===== src/sv/fta_pkg.sv =====
// Shared types and register indexes for the flight timer and battery alarm.
package fta_pkg;

    // Configuration register indexes
    localparam int CFG_IDX_W = 3;
    localparam int CFG_DATA_W = 16;

    typedef enum logic [CFG_IDX_W-1:0] {
        CFG_TIMER_CONDITION  = 3'd0,
        CFG_ALARM_LIMIT      = 3'd1,
        CFG_TIMER_PRESET     = 3'd2,
        CFG_BATTERY_CAL_LOW  = 3'd3,
        CFG_BATTERY_CAL_HIGH = 3'd4,
        CFG_VOLTAGE_WARNING  = 3'd5,
        CFG_ALARM_BEEP_STYLE = 3'd6
    } cfg_index_t;

    // Input opcodes
    localparam logic OP_TICK   = 1'b0;
    localparam logic OP_RELOAD = 1'b1;

    // One input request
    typedef struct packed {
        logic              opcode;
        logic signed [7:0] throttle;
        logic              run_switch;
        logic [9:0]        battery_raw;
    } item_t;

    // One result
    typedef struct packed {
        logic [15:0]        timer_value;
        logic               counting;
        logic               timer_beep;
        logic               voltage_checked;
        logic               voltage_low;
        logic signed [15:0] battery_centivolts;
        logic [7:0]         beep_style;
        logic               backlight_on;
    } result_t;

    // Controller state
    typedef enum logic [2:0] {
        ST_IDLE,
        ST_MUL,
        ST_DIV,
        ST_FIN,
        ST_PUSH
    } state_t;

    // Controller to datapath commands
    typedef struct packed {
        logic accept;
        logic mul_load;
        logic div_step;
        logic fin;
        logic load_out;
    } ctrl_cmd_t;

    // Datapath to controller status
    typedef struct packed {
        logic need_div;
        logic div_last;
    } dp_status_t;

endpackage


===== src/sv/fta_if.sv =====
// Handshake channel interfaces: input requests, results and configuration writes.
interface fta_item_if;
    logic          valid;
    logic          ready;
    fta_pkg::item_t data;

    modport source (output valid, output data, input ready);
    modport sink (input valid, input data, output ready);
endinterface

interface fta_result_if;
    logic             valid;
    logic             ready;
    fta_pkg::result_t data;

    modport source (output valid, output data, input ready);
    modport sink (input valid, input data, output ready);
endinterface

interface fta_cfg_if;
    logic                               valid;
    logic                               ready;
    logic [fta_pkg::CFG_IDX_W-1:0]      index;
    logic [fta_pkg::CFG_DATA_W-1:0]     data;

    modport source (output valid, output index, output data, input ready);
    modport sink (input valid, input index, input data, output ready);
endinterface


===== src/sv/fta_ctrl.sv =====
// Controller state machine: sequences accept, multiply, serial divide and result hand-off.
module fta_ctrl (
    input  logic                  clk,
    input  logic                  rst_n,
    input  logic                  in_valid,
    output logic                  in_ready,
    input  logic                  out_ready,
    output logic                  out_valid,
    input  fta_pkg::dp_status_t   status,
    output fta_pkg::ctrl_cmd_t    cmd
);

    fta_pkg::state_t state_reg, state_next;
    logic            out_valid_reg, out_valid_next;
    logic            slot_free;

    assign slot_free = !out_valid_reg || out_ready;

    // State register
    always_ff @(posedge clk or negedge rst_n)
    begin
        if (!rst_n)
        begin
            state_reg     <= fta_pkg::ST_IDLE;
            out_valid_reg <= 1'b0;
        end
        else
        begin
            state_reg     <= state_next;
            out_valid_reg <= out_valid_next;
        end
    end

    // Next state
    always_comb
    begin
        state_next = state_reg;
        case (state_reg)
            fta_pkg::ST_IDLE:
            begin
                if (in_valid)
                    state_next = status.need_div ? fta_pkg::ST_MUL : fta_pkg::ST_PUSH;
            end
            fta_pkg::ST_MUL:
                state_next = fta_pkg::ST_DIV;
            fta_pkg::ST_DIV:
            begin
                if (status.div_last)
                    state_next = fta_pkg::ST_FIN;
            end
            fta_pkg::ST_FIN:
                state_next = fta_pkg::ST_PUSH;
            fta_pkg::ST_PUSH:
            begin
                if (slot_free)
                    state_next = fta_pkg::ST_IDLE;
            end
            default:
                state_next = fta_pkg::ST_IDLE;
        endcase
    end

    // Outputs
    always_comb
    begin
        cmd      = '0;
        in_ready = 1'b0;
        case (state_reg)
            fta_pkg::ST_IDLE:
            begin
                in_ready   = 1'b1;
                cmd.accept = in_valid;
            end
            fta_pkg::ST_MUL:
                cmd.mul_load = 1'b1;
            fta_pkg::ST_DIV:
                cmd.div_step = 1'b1;
            fta_pkg::ST_FIN:
                cmd.fin = 1'b1;
            fta_pkg::ST_PUSH:
                cmd.load_out = slot_free;
            default:
                cmd = '0;
        endcase
    end

    // Output register occupancy
    always_comb
    begin
        out_valid_next = out_valid_reg;
        if (cmd.load_out)
            out_valid_next = 1'b1;
        else if (out_ready)
            out_valid_next = 1'b0;
    end

    assign out_valid = out_valid_reg;

endmodule


===== src/sv/fta_dp.sv =====
// Datapath: configuration registers, timer and alarm state, voltage multiply and serial divider.
module fta_dp (
    input  logic                             clk,
    input  logic                             rst_n,
    input  fta_pkg::ctrl_cmd_t               cmd,
    output fta_pkg::dp_status_t              status,
    input  fta_pkg::item_t                   in_data,
    input  logic                             cfg_we,
    input  logic [fta_pkg::CFG_IDX_W-1:0]    cfg_index,
    input  logic [fta_pkg::CFG_DATA_W-1:0]   cfg_data,
    output fta_pkg::result_t                 out_data
);

    localparam int NUM_W    = 20;
    localparam int DEN_W    = 10;
    localparam int CNT_W    = 5;
    localparam logic [CNT_W-1:0] DIV_LAST = CNT_W'(NUM_W - 1);
    localparam logic [2:0]  VC_RELOAD = 3'd5;
    localparam logic [NUM_W-1:0] SCALE = NUM_W'(700);
    localparam logic signed [21:0] OFFSET = 22'sd500;
    localparam logic signed [21:0] SAT_MAX = 22'sd32767;
    localparam logic signed [21:0] SAT_MIN = -22'sd32768;
    localparam logic [7:0] COND_RUN = 8'd200;
    localparam logic [7:0] COND_PCT_MAX = 8'd100;

    // Remainder of an 8-bit value by three is zero (reciprocal multiply)
    function automatic logic mod3_zero(input logic [7:0] x);
        logic [16:0] p;
        logic [7:0]  q;
        logic [9:0]  r;
        begin
            p = {9'd0, x} * 17'd171;
            q = p[16:9];
            r = {2'd0, x} - ({2'd0, q} + {1'b0, q, 1'b0});
            mod3_zero = (r == 10'd0);
        end
    endfunction

    // Configuration registers
    logic [7:0]  cond_reg;
    logic [15:0] limit_reg;
    logic [15:0] preset_reg;
    logic [9:0]  cal_low_reg;
    logic [9:0]  cal_high_reg;
    logic [7:0]  warn_reg;
    logic [7:0]  style_reg;

    // Block state
    logic [15:0] timer_reg, timer_next;
    logic [7:0]  alarm_reg, alarm_next;
    logic [2:0]  vc_reg, vc_next;

    // Working registers
    fta_pkg::result_t res_reg, res_next;
    fta_pkg::result_t out_reg;
    logic [9:0]       raw_reg;
    logic [NUM_W-1:0] nq_reg;
    logic [DEN_W-1:0] dm_reg;
    logic [DEN_W-1:0] rem_reg;
    logic             neg_reg;
    logic [CNT_W-1:0] cnt_reg;

    // Tick evaluation
    logic signed [8:0] thr_sum;
    logic [7:0]        pct;
    logic              cond_ok;
    logic              counting;
    logic [15:0]       timer_dec;
    logic [7:0]        alarm_inc;
    logic              tbeep;
    logic [2:0]        vc_dec;
    logic              cal_equal;

    // Multiply stage
    logic signed [10:0] diff;
    logic signed [10:0] den;
    logic [DEN_W-1:0]   diff_mag;
    logic [DEN_W-1:0]   den_mag;
    logic [NUM_W-1:0]   prod;

    // Divide step
    logic [DEN_W:0]   trial;
    logic             qbit;

    // Finish stage
    logic signed [21:0] qs;
    logic signed [21:0] v;
    logic signed [15:0] cv;
    logic [11:0]        warn10;
    logic               vlow;

    // Configuration writes
    always_ff @(posedge clk or negedge rst_n)
    begin
        if (!rst_n)
        begin
            cond_reg     <= 8'd0;
            limit_reg    <= 16'd0;
            preset_reg   <= 16'd0;
            cal_low_reg  <= 10'd385;
            cal_high_reg <= 10'd863;
            warn_reg     <= 8'd40;
            style_reg    <= 8'd1;
        end
        else if (cfg_we)
        begin
            case (cfg_index)
                fta_pkg::CFG_TIMER_CONDITION:  cond_reg     <= cfg_data[7:0];
                fta_pkg::CFG_ALARM_LIMIT:      limit_reg    <= cfg_data;
                fta_pkg::CFG_TIMER_PRESET:     preset_reg   <= cfg_data;
                fta_pkg::CFG_BATTERY_CAL_LOW:  cal_low_reg  <= cfg_data[9:0];
                fta_pkg::CFG_BATTERY_CAL_HIGH: cal_high_reg <= cfg_data[9:0];
                fta_pkg::CFG_VOLTAGE_WARNING:  warn_reg     <= cfg_data[7:0];
                fta_pkg::CFG_ALARM_BEEP_STYLE: style_reg    <= cfg_data[7:0];
                default: ;
            endcase
        end
    end

    // Timer gate (throttle percent or run switch), next timer and alarm values, beep flag
    always_comb
    begin
        thr_sum = 9'(in_data.throttle) + 9'sd100;
        pct     = {1'b0, thr_sum[7:1]};
        cond_ok = 1'b0;
        if (cond_reg >= 8'd1 && cond_reg <= COND_PCT_MAX)
            cond_ok = !thr_sum[8] && (pct >= cond_reg);
        else if (cond_reg == COND_RUN)
            cond_ok = in_data.run_switch;
        counting  = (timer_reg != 16'd0) && cond_ok;
        timer_dec = timer_reg - 16'd1;
        alarm_inc = alarm_reg + 8'd1;
        tbeep     = counting && (timer_dec <= limit_reg)
                    && (mod3_zero(alarm_inc) || alarm_inc == 8'd1);
        vc_dec    = vc_reg - 3'd1;
        cal_equal = (cal_high_reg == cal_low_reg);
    end

    assign status.need_div = (in_data.opcode == fta_pkg::OP_TICK) && (vc_dec == 3'd0)
                             && !cal_equal;
    assign status.div_last = (cnt_reg == DIV_LAST);

    // State update on accept
    always_comb
    begin
        timer_next = timer_reg;
        alarm_next = alarm_reg;
        vc_next    = vc_reg;
        if (cmd.accept)
        begin
            if (in_data.opcode == fta_pkg::OP_RELOAD)
                timer_next = preset_reg;
            else
            begin
                if (counting)
                begin
                    timer_next = timer_dec;
                    alarm_next = (timer_dec <= limit_reg) ? alarm_inc : 8'd0;
                end
                vc_next = (vc_dec == 3'd0) ? VC_RELOAD : vc_dec;
            end
        end
    end

    always_ff @(posedge clk or negedge rst_n)
    begin
        if (!rst_n)
        begin
            timer_reg <= 16'd0;
            alarm_reg <= 8'd0;
            vc_reg    <= VC_RELOAD;
        end
        else
        begin
            timer_reg <= timer_next;
            alarm_reg <= alarm_next;
            vc_reg    <= vc_next;
        end
    end

    // Multiply: magnitudes of the scaled numerator and of the span
    always_comb
    begin
        diff     = $signed({1'b0, raw_reg}) - $signed({1'b0, cal_low_reg});
        den      = $signed({1'b0, cal_high_reg}) - $signed({1'b0, cal_low_reg});
        diff_mag = diff[10] ? DEN_W'(-diff) : diff[9:0];
        den_mag  = den[10] ? DEN_W'(-den) : den[9:0];
        prod     = NUM_W'(diff_mag) * SCALE;
    end

    // One restoring divide step
    always_comb
    begin
        trial = {rem_reg, nq_reg[NUM_W-1]};
        qbit  = (trial >= {1'b0, dm_reg});
    end

    // Finish: sign, offset, saturate, threshold compare
    always_comb
    begin
        qs = neg_reg ? -$signed({2'b00, nq_reg}) : $signed({2'b00, nq_reg});
        v  = qs + OFFSET;
        if (v > SAT_MAX)
            cv = 16'sh7FFF;
        else if (v < SAT_MIN)
            cv = -16'sh8000;
        else
            cv = v[15:0];
        warn10 = {1'b0, warn_reg, 3'b000} + {3'b000, warn_reg, 1'b0};
        vlow   = cv < $signed({4'b0000, warn10});
    end

    // Divider registers
    always_ff @(posedge clk)
    begin
        if (cmd.accept)
            raw_reg <= in_data.battery_raw;
        if (cmd.mul_load)
        begin
            nq_reg  <= prod;
            dm_reg  <= den_mag;
            rem_reg <= '0;
            neg_reg <= diff[10] ^ den[10];
        end
        else if (cmd.div_step)
        begin
            nq_reg  <= {nq_reg[NUM_W-2:0], qbit};
            rem_reg <= qbit ? DEN_W'(trial - {1'b0, dm_reg}) : trial[DEN_W-1:0];
        end
    end

    always_ff @(posedge clk or negedge rst_n)
    begin
        if (!rst_n)
            cnt_reg <= '0;
        else if (cmd.mul_load)
            cnt_reg <= '0;
        else if (cmd.div_step)
            cnt_reg <= cnt_reg + CNT_W'(1);
    end

    // Pending result
    always_comb
    begin
        res_next = res_reg;
        if (cmd.accept)
        begin
            res_next                    = '0;
            res_next.timer_value        = timer_next;
            if (in_data.opcode == fta_pkg::OP_TICK)
            begin
                res_next.counting     = counting;
                res_next.timer_beep   = tbeep;
                res_next.beep_style   = tbeep ? style_reg : 8'd0;
                res_next.backlight_on = tbeep;
            end
        end
        else if (cmd.fin)
        begin
            res_next.voltage_checked    = 1'b1;
            res_next.voltage_low        = vlow;
            res_next.battery_centivolts = cv;
            res_next.beep_style   = (res_reg.timer_beep || vlow) ? style_reg : 8'd0;
            res_next.backlight_on = res_reg.timer_beep || vlow;
        end
    end

    always_ff @(posedge clk)
    begin
        res_reg <= res_next;
        if (cmd.load_out)
            out_reg <= res_reg;
    end

    assign out_data = out_reg;

endmodule


===== src/sv/flight_timer_and_battery_alarm.sv =====
// Reloads and ticks without a battery check go from IDLE straight to PUSH. Every fifth tick,
// unless the two calibration points are equal, the battery check adds MUL, a 20-step serial
// divide and FIN. A request is taken only in IDLE, once the previous one is through.
// The next request is taken while the previous result waits in the output register.
// Reset (rst_n, asynchronous, active low): timer and alarm counter 0, check countdown 5,
// registers to their defaults (calibration 385/863, warning 40, beep style 1).
module flight_timer_and_battery_alarm (
    input  logic                 clk,
    input  logic                 rst_n,
    fta_item_if.sink             item,
    fta_result_if.source         result,
    fta_cfg_if.sink              cfg
);

    fta_pkg::ctrl_cmd_t  cmd;
    fta_pkg::dp_status_t status;

    assign cfg.ready = 1'b1;

    // Sequencer
    fta_ctrl u_ctrl (
        .clk       (clk),
        .rst_n     (rst_n),
        .in_valid  (item.valid),
        .in_ready  (item.ready),
        .out_ready (result.ready),
        .out_valid (result.valid),
        .status    (status),
        .cmd       (cmd)
    );

    // Datapath
    fta_dp u_dp (
        .clk       (clk),
        .rst_n     (rst_n),
        .cmd       (cmd),
        .status    (status),
        .in_data   (item.data),
        .cfg_we    (cfg.valid),
        .cfg_index (cfg.index),
        .cfg_data  (cfg.data),
        .out_data  (result.data)
    );

`ifndef ASSERT_OFF
    // Not ready in the cycle after taking a request
    a_busy_after_accept: assert property (@(posedge clk) disable iff (!rst_n)
        item.valid && item.ready |=> !item.ready)
        else $error("request taken while previous one still in progress");

    // A low battery flag only comes with a check
    a_low_needs_check: assert property (@(posedge clk) disable iff (!rst_n)
        result.valid && result.data.voltage_low |-> result.data.voltage_checked)
        else $error("voltage_low without voltage_checked");

    // A low battery always lights the backlight
    a_low_lights: assert property (@(posedge clk) disable iff (!rst_n)
        result.valid && result.data.voltage_low |-> result.data.backlight_on)
        else $error("voltage_low without backlight_on");

    // No voltage reported without a check
    a_cv_zero: assert property (@(posedge clk) disable iff (!rst_n)
        result.valid && !result.data.voltage_checked
        |-> result.data.battery_centivolts == 16'sd0)
        else $error("centivolts nonzero on an unchecked tick");
`endif

endmodule

===== src/flat_wrapper.sv =====
// flat-port wrapper written by rule: the top's interface ports become plain ports
module flight_timer_and_battery_alarm_flat 
  (clk, rst_n, item_valid, item_data, item_ready, result_valid, result_data, result_ready, cfg_valid, cfg_index, cfg_data, cfg_ready);
  fta_item_if item_i ();
  fta_result_if result_i ();
  fta_cfg_if cfg_i ();
  input  logic clk;
  input  logic rst_n;
  input wire logic [$bits(item_i.valid)-1:0] item_valid;
  input wire logic [$bits(item_i.data)-1:0] item_data;
  output wire logic [$bits(item_i.ready)-1:0] item_ready;
  output wire logic [$bits(result_i.valid)-1:0] result_valid;
  output wire logic [$bits(result_i.data)-1:0] result_data;
  input wire logic [$bits(result_i.ready)-1:0] result_ready;
  input wire logic [$bits(cfg_i.valid)-1:0] cfg_valid;
  input wire logic [$bits(cfg_i.index)-1:0] cfg_index;
  input wire logic [$bits(cfg_i.data)-1:0] cfg_data;
  output wire logic [$bits(cfg_i.ready)-1:0] cfg_ready;
  assign item_i.valid = item_valid;
  assign item_i.data = item_data;
  assign item_ready = item_i.ready;
  assign result_valid = result_i.valid;
  assign result_data = result_i.data;
  assign result_i.ready = result_ready;
  assign cfg_i.valid = cfg_valid;
  assign cfg_i.index = cfg_index;
  assign cfg_i.data = cfg_data;
  assign cfg_ready = cfg_i.ready;
  flight_timer_and_battery_alarm u_core (.clk(clk), .rst_n(rst_n), .item(item_i), .result(result_i), .cfg(cfg_i));
endmodule

===== config.mk =====
export PLATFORM = sky130hd
export DESIGN_NAME = flight_timer_and_battery_alarm_flat
export DESIGN_NICKNAME = d
export VERILOG_FILES = /design/src/sv/fta_pkg.sv /design/src/sv/fta_if.sv /design/src/sv/fta_ctrl.sv /design/src/sv/fta_dp.sv /design/src/sv/flight_timer_and_battery_alarm.sv /design/src/flat_wrapper.sv
export SDC_FILE = /design/constraint.sdc
export NUM_CORES = 1
export LEC_CHECK = 0
export CORE_AREA = 2 2 173 175
export CTS_CLUSTER_SIZE = 16
export DETAILED_ROUTE_END_ITERATION = 8
export DIE_AREA = 0 0 175 177
export DONT_BUFFER_PORTS = 1
export GPL_ROUTABILITY_DRIVEN = 0
export PLACE_DENSITY = 0.87
export SYNTH_ARGS = -nofsm -noshare
export SYNTH_HDL_FRONTEND = slang
export SYNTH_SLANG_ARGS = --single-unit
export TNS_END_PERCENT = 100

===== constraint.sdc =====
create_clock -name clk -period 7.3 [get_ports clk]
set_input_delay 1.46 -clock clk [delete_from_list [all_inputs] [get_ports clk]]
set_output_delay 1.46 -clock clk [all_outputs]
set_load 0.01 [all_outputs]

# [Word level (Yosys, flattened, before mapping)]
# Index checks and enable logic that the tools add are counted.
[classes] n_reduce_logical=31 bitwise=2 mux=35 addsub=15 n_eq_ne=17 mul=2 magnitude_cmp=8
[op_table] op="16-bit 2-to-1 mux" n=5
[op_table] op="20-bit 2-to-1 mux" n=2
[op_table] op="10-bit 2-to-1 mux" n=3
[op_table] op="9-bit 2-to-1 mux" n=3
[op_table] op="8-bit 2-to-1 mux" n=3
[op_table] op="22-bit by 10-bit adder with 22-bit output (second input constant)" n=1
[op_table] op="22-bit by 16-bit > comparator with 1-bit output (second input constant)" n=1
[op_table] op="22-bit by 16-bit < comparator with 1-bit output (second input constant)" n=1
[op_table] op="22-bit 2-to-1 mux" n=1
[op_table] op="20-bit negator with 22-bit output" n=1
[op_table] op="10-bit by 10-bit subtractor with 11-bit output" n=2
[op_table] op="10-bit negator" n=2
[op_table] op="10-bit by 8-bit multiplier with 18-bit output (second input constant)" n=1
[op_table] op="16-bit less-or-equal comparator" n=1
[op_table] op="16-bit by 13-bit < comparator with 1-bit output" n=1
[op_table] op="8-bit by 8-bit multiplier with 16-bit output (second input constant)" n=1
[op_table] op="2-bit AND reduction" n=8
[op_table] op="16-bit nonzero test" n=1
[op_table] op="16-bit by 1-bit subtractor with 16-bit output (second input constant)" n=1
[op_table] op="3-bit 2-to-1 mux" n=5
[op_table] op="3-bit one-hot mux with 5 select lines" n=1
[op_table] op="11-bit by 9-bit adder with 12-bit output" n=1
[op_table] op="3-bit by 2-bit equality test with 1-bit output (second input constant)" n=4
[op_table] op="3-bit equality test (second input constant)" n=4
[op_table] op="other kinds (29)" n=56
[word_totals] output_inout_bits=48 elab_cells=145 in_bits=44 ff_bits=253

# [Depth between registers and ports, before layout]
# Gate-level depths: netlist of the first run.
[depth] depth_word=11 mapped_depth=34 ltp_nobuf=33

# [Modules after synthesis]
# A second synthesis of the first run with hierarchy kept.
[hier_totals] hier_cells=1684 hier_area_um2=17106.4
[by_module_without_submodules] mod="fta_dp" instances=1 cells_per_inst=1659 area_each_um2=16856.2
[by_module_without_submodules] mod="fta_ctrl" instances=1 cells_per_inst=23 area_each_um2=239.0
[by_module_without_submodules] mod="flight_timer_and_battery_alarm" instances=1 cells_per_inst=2 area_each_um2=11.3

# [Least setup slack after synthesis of the first run]
# No wires, ideal clock.
[synth_path] kind="register to register" start="register u_core.u_dp.alarm_reg[0]" end="register u_core.u_dp.res_reg[1] (netlist bit), data pin" path_slack_ns=0.056 synth_period_minus_slack_ns=7.244 stages_incl_launch_ff=30 arrival_time_ns=7.112 required_ns=7.169 n_path_buf=0 setup_ns=0.131 cell_sequence="dfrtp_1 -> inv_1 -> ha_1 -> ha_1 -> fa_1 -> inv_1 -> fa_1 -> inv_1 -> fa_1 -> ha_1 -> nand3_1 -> nand2_1 -> a41o_1 -> nor4_1 -> nor4b_1 -> o21a_1 -> nor2_1 -> xnor2_1 -> inv_1 -> fa_1 -> inv_1 -> ha_1 -> or4b_2 -> a21oi_1 -> o2111ai_1 -> o32a_1 -> nor4_1 -> nor2_1 -> a31oi_4 -> and2_1"
[synth_lines] element="start, declared" line="fta_dp.sv:50" text="logic [7:0] alarm_reg, alarm_next;"
[synth_lines] element="start signal, assigned" line="fta_dp.sv:176" text="alarm_reg <= alarm_next;"
[synth_lines] element="end signal, assigned" line="fta_dp.sv:270" text="res_reg <= res_next;"
[synth_lines] element="end, declared" line="fta_dp.sv:54" text="fta_pkg::result_t res_reg, res_next;"

==> reports/results.txt, run 1 <==
outcome: complete, no violations
Max-slew headroom: 14.1%
share of layout cells above drive strength 1: 15.1%
Worst Path Max Fanout: 5
Avg Cell Area, Syn: 10.5 sq um
number of enable flip-flop cells after synthesis: 111
H-tree depth: 1
Final #Nets: 1897
clock insertion delay at the later pin of the skew report: 0.55 ns
DR vias: 12655
Async SR Flop Fraction: 44.3%
combined area of the multi-input logic cells: 0.00959 sq mm
vias in the first global route: 12895
Die Span Y: 177 um
Total GRT Usage: 25.4%
Fin. Hold Viols: 0
synthesized instance count: 1604
sequential-to-total area share from yosys stat: 40.0%
Fill cells: 1958
DIE AREA: 0.0310 sq mm
startpoint types: flop
crit end category: flop
num ports: 92
largest net degree at the start of global routing: 113
period utilization: 98.3%
CP dominant cell by count: ha_4
row count: 63
area post-placement: 0.0174 sq mm
Layout Skew: 0.0372 ns
Cell Area, Synth: 0.0169 sq mm
final wirelength: 40700 um
number of port buffers: 0
CTS Sinks: 253
worst reg2reg setup slack: 0.13 ns
Initial DRC Count: 1168
HPWL after DPL: 28000 um
Post-Synthesis Net Count: 1882
fmax: 0.139 GHz
Tightest Hold Check Type: flop to flop
CTS Root Cell: clkbuf_16
CTS tree: built
Tightest Pin Transition: 1.29 ns
core box area: 0.0292 sq mm
Slew Limit Fails: 0
Setup violations, final: 0
clk slew on worst S/H paths: 0.07 ns
Final min period: 7.17 ns
most common cell after layout, fill and taps aside: ha_1
Max Root-Sink Buffers: 3
dominant synthesized flop cell: edfxtp_1
storage element area: 0.00676 sq mm
DR vias/cell: 6.24
# placed instances: 1972
number of non-filler instances in the completed layout: 2029
kind of critical path: flop to flop
Routed Antenna Nets: 0
drt first pass iters: 6
CP max stage cell: fa_1
crit-path max cell delay: 0.54 ns
WHS: 0.419 ns
Final Util: 64.0%
#FFs+latches synth: 253
first-pass GRT wire length: 63700 um
antenna cell count: 0
Ys Warns: 0
leading cell types in the layout, fill and taps excluded: 173 x ha_1, 170 x inv_1, 111 x edfxtp_1
Final Instance Area: 0.0187 sq mm
DRC Markers: 0
largest cells by area after synthesis: edfxtp_1 20%, dfrtp_1 14%, ha_1 14%
leading area contributor after synthesis: edfxtp_1
CTS Buf Count: 26
Starting Density: 57.7%
initial antenna violation count: 0
max-cap violations: 0
Die W: 175 um
Area Overhead vs Synth: 10.9%
hold_buf cts: 0
post-DR wirelength/cell: 20.1 um
grt total ovfl: 0
Worst Path Arrival: 7.60 ns
WP data required: 7.72 ns
library cells used by synthesis: 79
top cell type's share of synthesized area: 19.8%
[final timing paths]
path / start / to / depth (start not counted)
min: u_core.u_dp.res_reg[33]$_DFFE_PP_ / u_core.u_dp.out_data[33]$_DFFE_PP_ / 0
max in group asynchronous: rst_n / u_core.u_dp.cal_high_reg[8]$_DFFE_PN1P_ / 0
max: u_core.u_dp.alarm_reg[0]$_DFFE_PN0P_ / u_core.u_dp.res_reg[4]$_DFFE_PP_ / 33
min in group asynchronous: rst_n / u_core.u_dp.style_reg[2]$_DFFE_PN0P_ / 0
min reg2reg: u_core.u_dp.res_reg[33]$_DFFE_PP_ / u_core.u_dp.out_data[33]$_DFFE_PP_ / 0
max reg2reg: u_core.u_dp.alarm_reg[0]$_DFFE_PN0P_ / u_core.u_dp.res_reg[4]$_DFFE_PP_ / 33
[metal layers]
metal | global-route usage [%] | up-vias | wire [um]
met5 | 0 | - | 0
met4 | 14.0 | 0 | 2360
met3 | 4.10 | 183 | 2800
met2 | 44.7 | 581 | 20200
met1 | 29.7 | 6133 | 15300
li1 | - | 5758 | -
[metrics by stage]
stage	setup slack, ns	TNS [ns]
floorplan	0.0563	0
global placement	0.0236	0
detailed placement	-0.234	-1.91
CTS	0.00413	0
global route	-0.0894	-0.549
finish	0.125	0
[cells in the mapped netlist (all sizes together), types with 21 or more instances]
cell and n:
a21o 30, a21oi 57, a22oi 21, clkbuf 39, dfrtp 96, dfxtp 30
edfxtp 111, fa 51, ha 183, inv 177, mux2 55, nand2 105
nand3 23, nor2 59, nor3 35, o21ai 109, xnor2 75, xor2 44
[layout make-up]
class / instances / share of cell area [%]
inverters: 178 / 3.57
clock inverters: 12 / 0.856
well taps: 390 / 2.61
repair buffers: 38 / 1.54
flip-flops and latches: 253 / 36.1
clock buffers: 36 / 4.05
multi-input cells: 1122 / 51.3
[cell families after synthesis]
| group | Yosys count | synth area share, % |
|---|---|---|
| AO/OA/AOI/OAI | 349 | 13.8 |
| XOR/XNOR | 119 | 6.18 |
| adder cells (fa/ha/maj) | 234 | 19.6 |
| buffers and inverters | 230 | 5.32 |
| flip-flops | 253 | 40.0 |
| multiplexers | 66 | 4.32 |
| other | 1 | 0.0222 |
| AND/OR/NAND/NOR | 352 | 10.7 |
[worst max-delay path: cells and delay by family, from the launching register on]
kind,cells,cell delay (ns)
xor gates and xnor gates,2,0.40
adders and majority gates,8,2.67
buffers and inverters,6,0.59
DFF,1,0.44
AOI/OAI and AO/OA,7,1.39
and+or+nand+nor,10,1.56
[repair_timing]
item / CTS / global route
resized for setup: 18 / 47
pin swaps: 14 / 26
endpoints found under the setup margin: 10 / 17
setup buffers: 4 / 4
gates cloned: 1 / 0
Power of run 1 is left out: the tool's default activity adds up to more than one toggle a clock period on the data nets, which glitch-free logic cannot reach.
==> run 2, diff against run 1 <==
--- a/config.mk
+++ b/config.mk
@@ -5,13 +5,15 @@
 export SDC_FILE = /design/constraint.sdc
 export NUM_CORES = 1
 export LEC_CHECK = 0
-export CORE_AREA = 2 2 173 175
+export CAP_MARGIN = 20
+export CORE_AREA = 2 2 171 173
+export CTS_BUF_LIST = sky130_fd_sc_hd__clkbuf_8
 export CTS_CLUSTER_SIZE = 16
 export DETAILED_ROUTE_END_ITERATION = 8
-export DIE_AREA = 0 0 175 177
+export DIE_AREA = 0 0 173 175
 export DONT_BUFFER_PORTS = 1
 export GPL_ROUTABILITY_DRIVEN = 0
-export PLACE_DENSITY = 0.87
+export PLACE_DENSITY = 0.88
 export SYNTH_ARGS = -nofsm -noshare
 export SYNTH_HDL_FRONTEND = slang
 export SYNTH_SLANG_ARGS = --single-unit
==> run 2 against run 1 <==
The run now ends with negative setup slack left. Clock-buffer cell count rose by 9. Utilization rose by 2.3 points. Clock skew rose by 0.013 ns. Maximum frequency fell by 4.2%. First-iteration DRC count rose by 23%. Critical endpoint unchanged. Setup slack got worse by 0.32 ns. Die area fell by 2.3%. Final area rose by 0.56%. Flip-flop and latch count did not move. Global-route usage rose by 0.61 points. Cell count rose by 1.7%. Critical path depth fell by 2.
==> reports/results.txt, run 2 (same netlist as run 1, synthesis figures left out) <==
Max-slew headroom: 24.6% (was 14.1%)
Tightest Hold Check Type: flop to flop (unchanged)
clock insertion delay at the later pin of the skew report: 0.60 ns (was 0.55 ns)
CP max stage cell: fa_2 (was fa_1)
CTS tree: built (unchanged)
WHS Path Cells: 0 (unchanged)
kind of critical path: flop to flop (unchanged)
Total GRT Usage: 26.0% (was 25.4%)
crit end category: flop (unchanged)
CP startpoint: u_core.u_dp.alarm_reg[0]$_DFFE_PN0P_ (unchanged)
DRC Markers: 0 (unchanged)
HPWL after DPL: 27900 um (was 28000 um)
Starting Density: 59.4% (was 57.7%)
WP data required: 7.73 ns (was 7.72 ns)
number of non-filler instances in the completed layout: 2063 (was 2029)
CTS Buf Count: 41 (was 26)
CTS Sinks: 253 (unchanged)
startpoint types: flop (unchanged)
DIE AREA: 0.0303 sq mm (was 0.0310 sq mm)
Fin. Hold Viols: 0 (unchanged)
# placed instances: 1968 (was 1972)
PnR worst setup slack: -0.193 ns (was 0.125 ns)
final wirelength: 43200 um (was 40700 um)
Final min period: 7.49 ns (was 7.17 ns)
num ports: 92 (unchanged)
DR vias/cell: 6.30 (was 6.24)
fmax: 0.133 GHz (was 0.139 GHz)
row count: 62 (was 63)
RSZ-0062 raised after global routing: true
CTS Root Cell: clkbuf_8 (was clkbuf_16)
Routed Antenna Nets: 0 (unchanged)
drt first pass iters: 8 (was 6)
leading cell types in the layout, fill and taps excluded: 183 x inv_1, 169 x ha_1, 111 x edfxtp_1 (was 173 x ha_1, 170 x inv_1, 111 x edfxtp_1)
Worst Path Max Fanout: 5 (unchanged)
largest net degree at the start of global routing: 113 (unchanged)
DR vias: 12994 (was 12655)
post-DR wirelength/cell: 20.9 um (was 20.1 um)
clk slew on worst S/H paths: 0.07 ns (about the same)
most common cell after layout, fill and taps aside: inv_1 (was ha_1)
Worst Path Arrival: 7.93 ns (was 7.60 ns)
H-tree depth: 2 (was 1)
number of port buffers: 0 (unchanged)
outcome: complete, but fails checks (was complete, no violations)
initial antenna violation count: 1 (was 0)
CP dominant cell by count: inv_2 (was ha_4)
grt total ovfl: 0 (unchanged)
Die Span Y: 175 um (was 177 um)
crit-path max cell delay: 0.61 ns (was 0.54 ns)
period utilization: 103% (was 98.3%)
Final #Nets: 1924 (was 1897)
max-cap violations: 0 (unchanged)
Hold Path End: u_core.u_dp.out_data[40]$_DFFE_PP_ (was u_core.u_dp.out_data[33]$_DFFE_PP_)
origin of the critical flop-to-flop path: u_core.u_dp.alarm_reg[0]$_DFFE_PN0P_ (unchanged)
first-pass GRT wire length: 63900 um (was 63700 um)
worst reg2reg setup slack: -0.19 ns (was 0.13 ns)
Slew Limit Fails: 0 (unchanged)
Setup violations, final: 9 (was 0)
Die W: 173 um (was 175 um)
Tightest Pin Transition: 1.13 ns (was 1.29 ns)
failing checks: negative setup slack
vias in the first global route: 12741 (was 12895)
antenna cell count: 0 (unchanged)
core box area: 0.0284 sq mm (was 0.0292 sq mm)
share of layout cells above drive strength 1: 16.7% (was 15.1%)
Initial DRC Count: 1431 (was 1168)
Area Overhead vs Synth: 11.5% (was 10.9%)
Layout Skew: 0.0501 ns (was 0.0372 ns)
HP Start: u_core.u_dp.res_reg[40]$_DFFE_PP_ (was u_core.u_dp.res_reg[33]$_DFFE_PP_)
WHS: 0.405 ns (was 0.419 ns)
Max Root-Sink Buffers: 3 (unchanged)
Reg-to-Reg End: u_core.u_dp.res_reg[4]$_DFFE_PP_ (unchanged)
r2r worst-path depth: 31 (was 33)
hold_buf cts: 0 (unchanged)
run 2: cell types whose count changed in the layout (fill, tap and decap cells not counted), sizes merged:
| cell | delta |
|---|---|
| inv | +19 |
| buf | +12 |
| clkbuf | +9 |
| clkinv | +1 |
| clkinvlp | -1 |
run 2: worst max-delay path, delay by kind of cell, from the launching register on:
kind	cells	cell delay [ns]
fa+ha+maj	7	2.85
simple gates	10	1.62
compound gates	7	1.42
buf+inv	5	0.49
xor+xnor	2	0.49
flops	1	0.44
run 2: layout make-up:
type	instances	area [sq um]
Timing Repair Buffer	50	390
Multi-Input combinational cell	1122	9680
Fill cell	1859	9570
Tap cell	384	480
Inverter	178	668
Clock inverter	31	230
Sequential cell	253	6760
Clock buffer	45	619
run 2: worst max-delay path by stage:
stage	slack, ns	cells past startpoint	endpoint
3_3_place_gp	0.008	30	u_core.u_dp.res_reg[8]$_DFFE_PP_
2_1_floorplan	0.06	29	u_core.u_dp.res_reg[1]$_DFFE_PP_
4_1_cts	0.004	30	u_core.u_dp.nq_reg[17]$_DFFE_PP_
5_1_grt	-0.33	31	u_core.u_dp.res_reg[3]$_DFFE_PP_
3_5_place_dp	-0.28	31	u_core.u_dp.res_reg[4]$_DFFE_PP_
6_report	-0.19	31	u_core.u_dp.res_reg[4]$_DFFE_PP_
run 2: repair_timing:
action,in CTS,in global routing
setup endpoints to repair,9,17
gates resized for setup,15,69
cloned,1,0
buffers inserted,7,12
pin swaps,17,41
run 2: metal layers:
layer,up-vias,global-route usage [%],part of all wire (%)
met5,-,0,0.037
met2,757,45.7,49
li1,5810,-,-
met3,234,5.35,8.1
met1,6191,30.1,37
met4,2,13.6,6.1
run 2: metrics by stage:
stage	setup slack (ns)	instance area (sq um)	utilization (%)	TNS, ns
5_1_grt	-0.328	18800	66.3	-2.75
3_5_place_dp	-0.276	17400	61.2	-2.24
4_1_cts	0.00417	18400	64.8	0
3_3_place_gp	0.00841	17400	61.2	0
6_report	-0.193	18800	66.3	-1.50
2_1_floorplan	0.0563	16900	-	0
Power of run 2 is left out for the same reason.
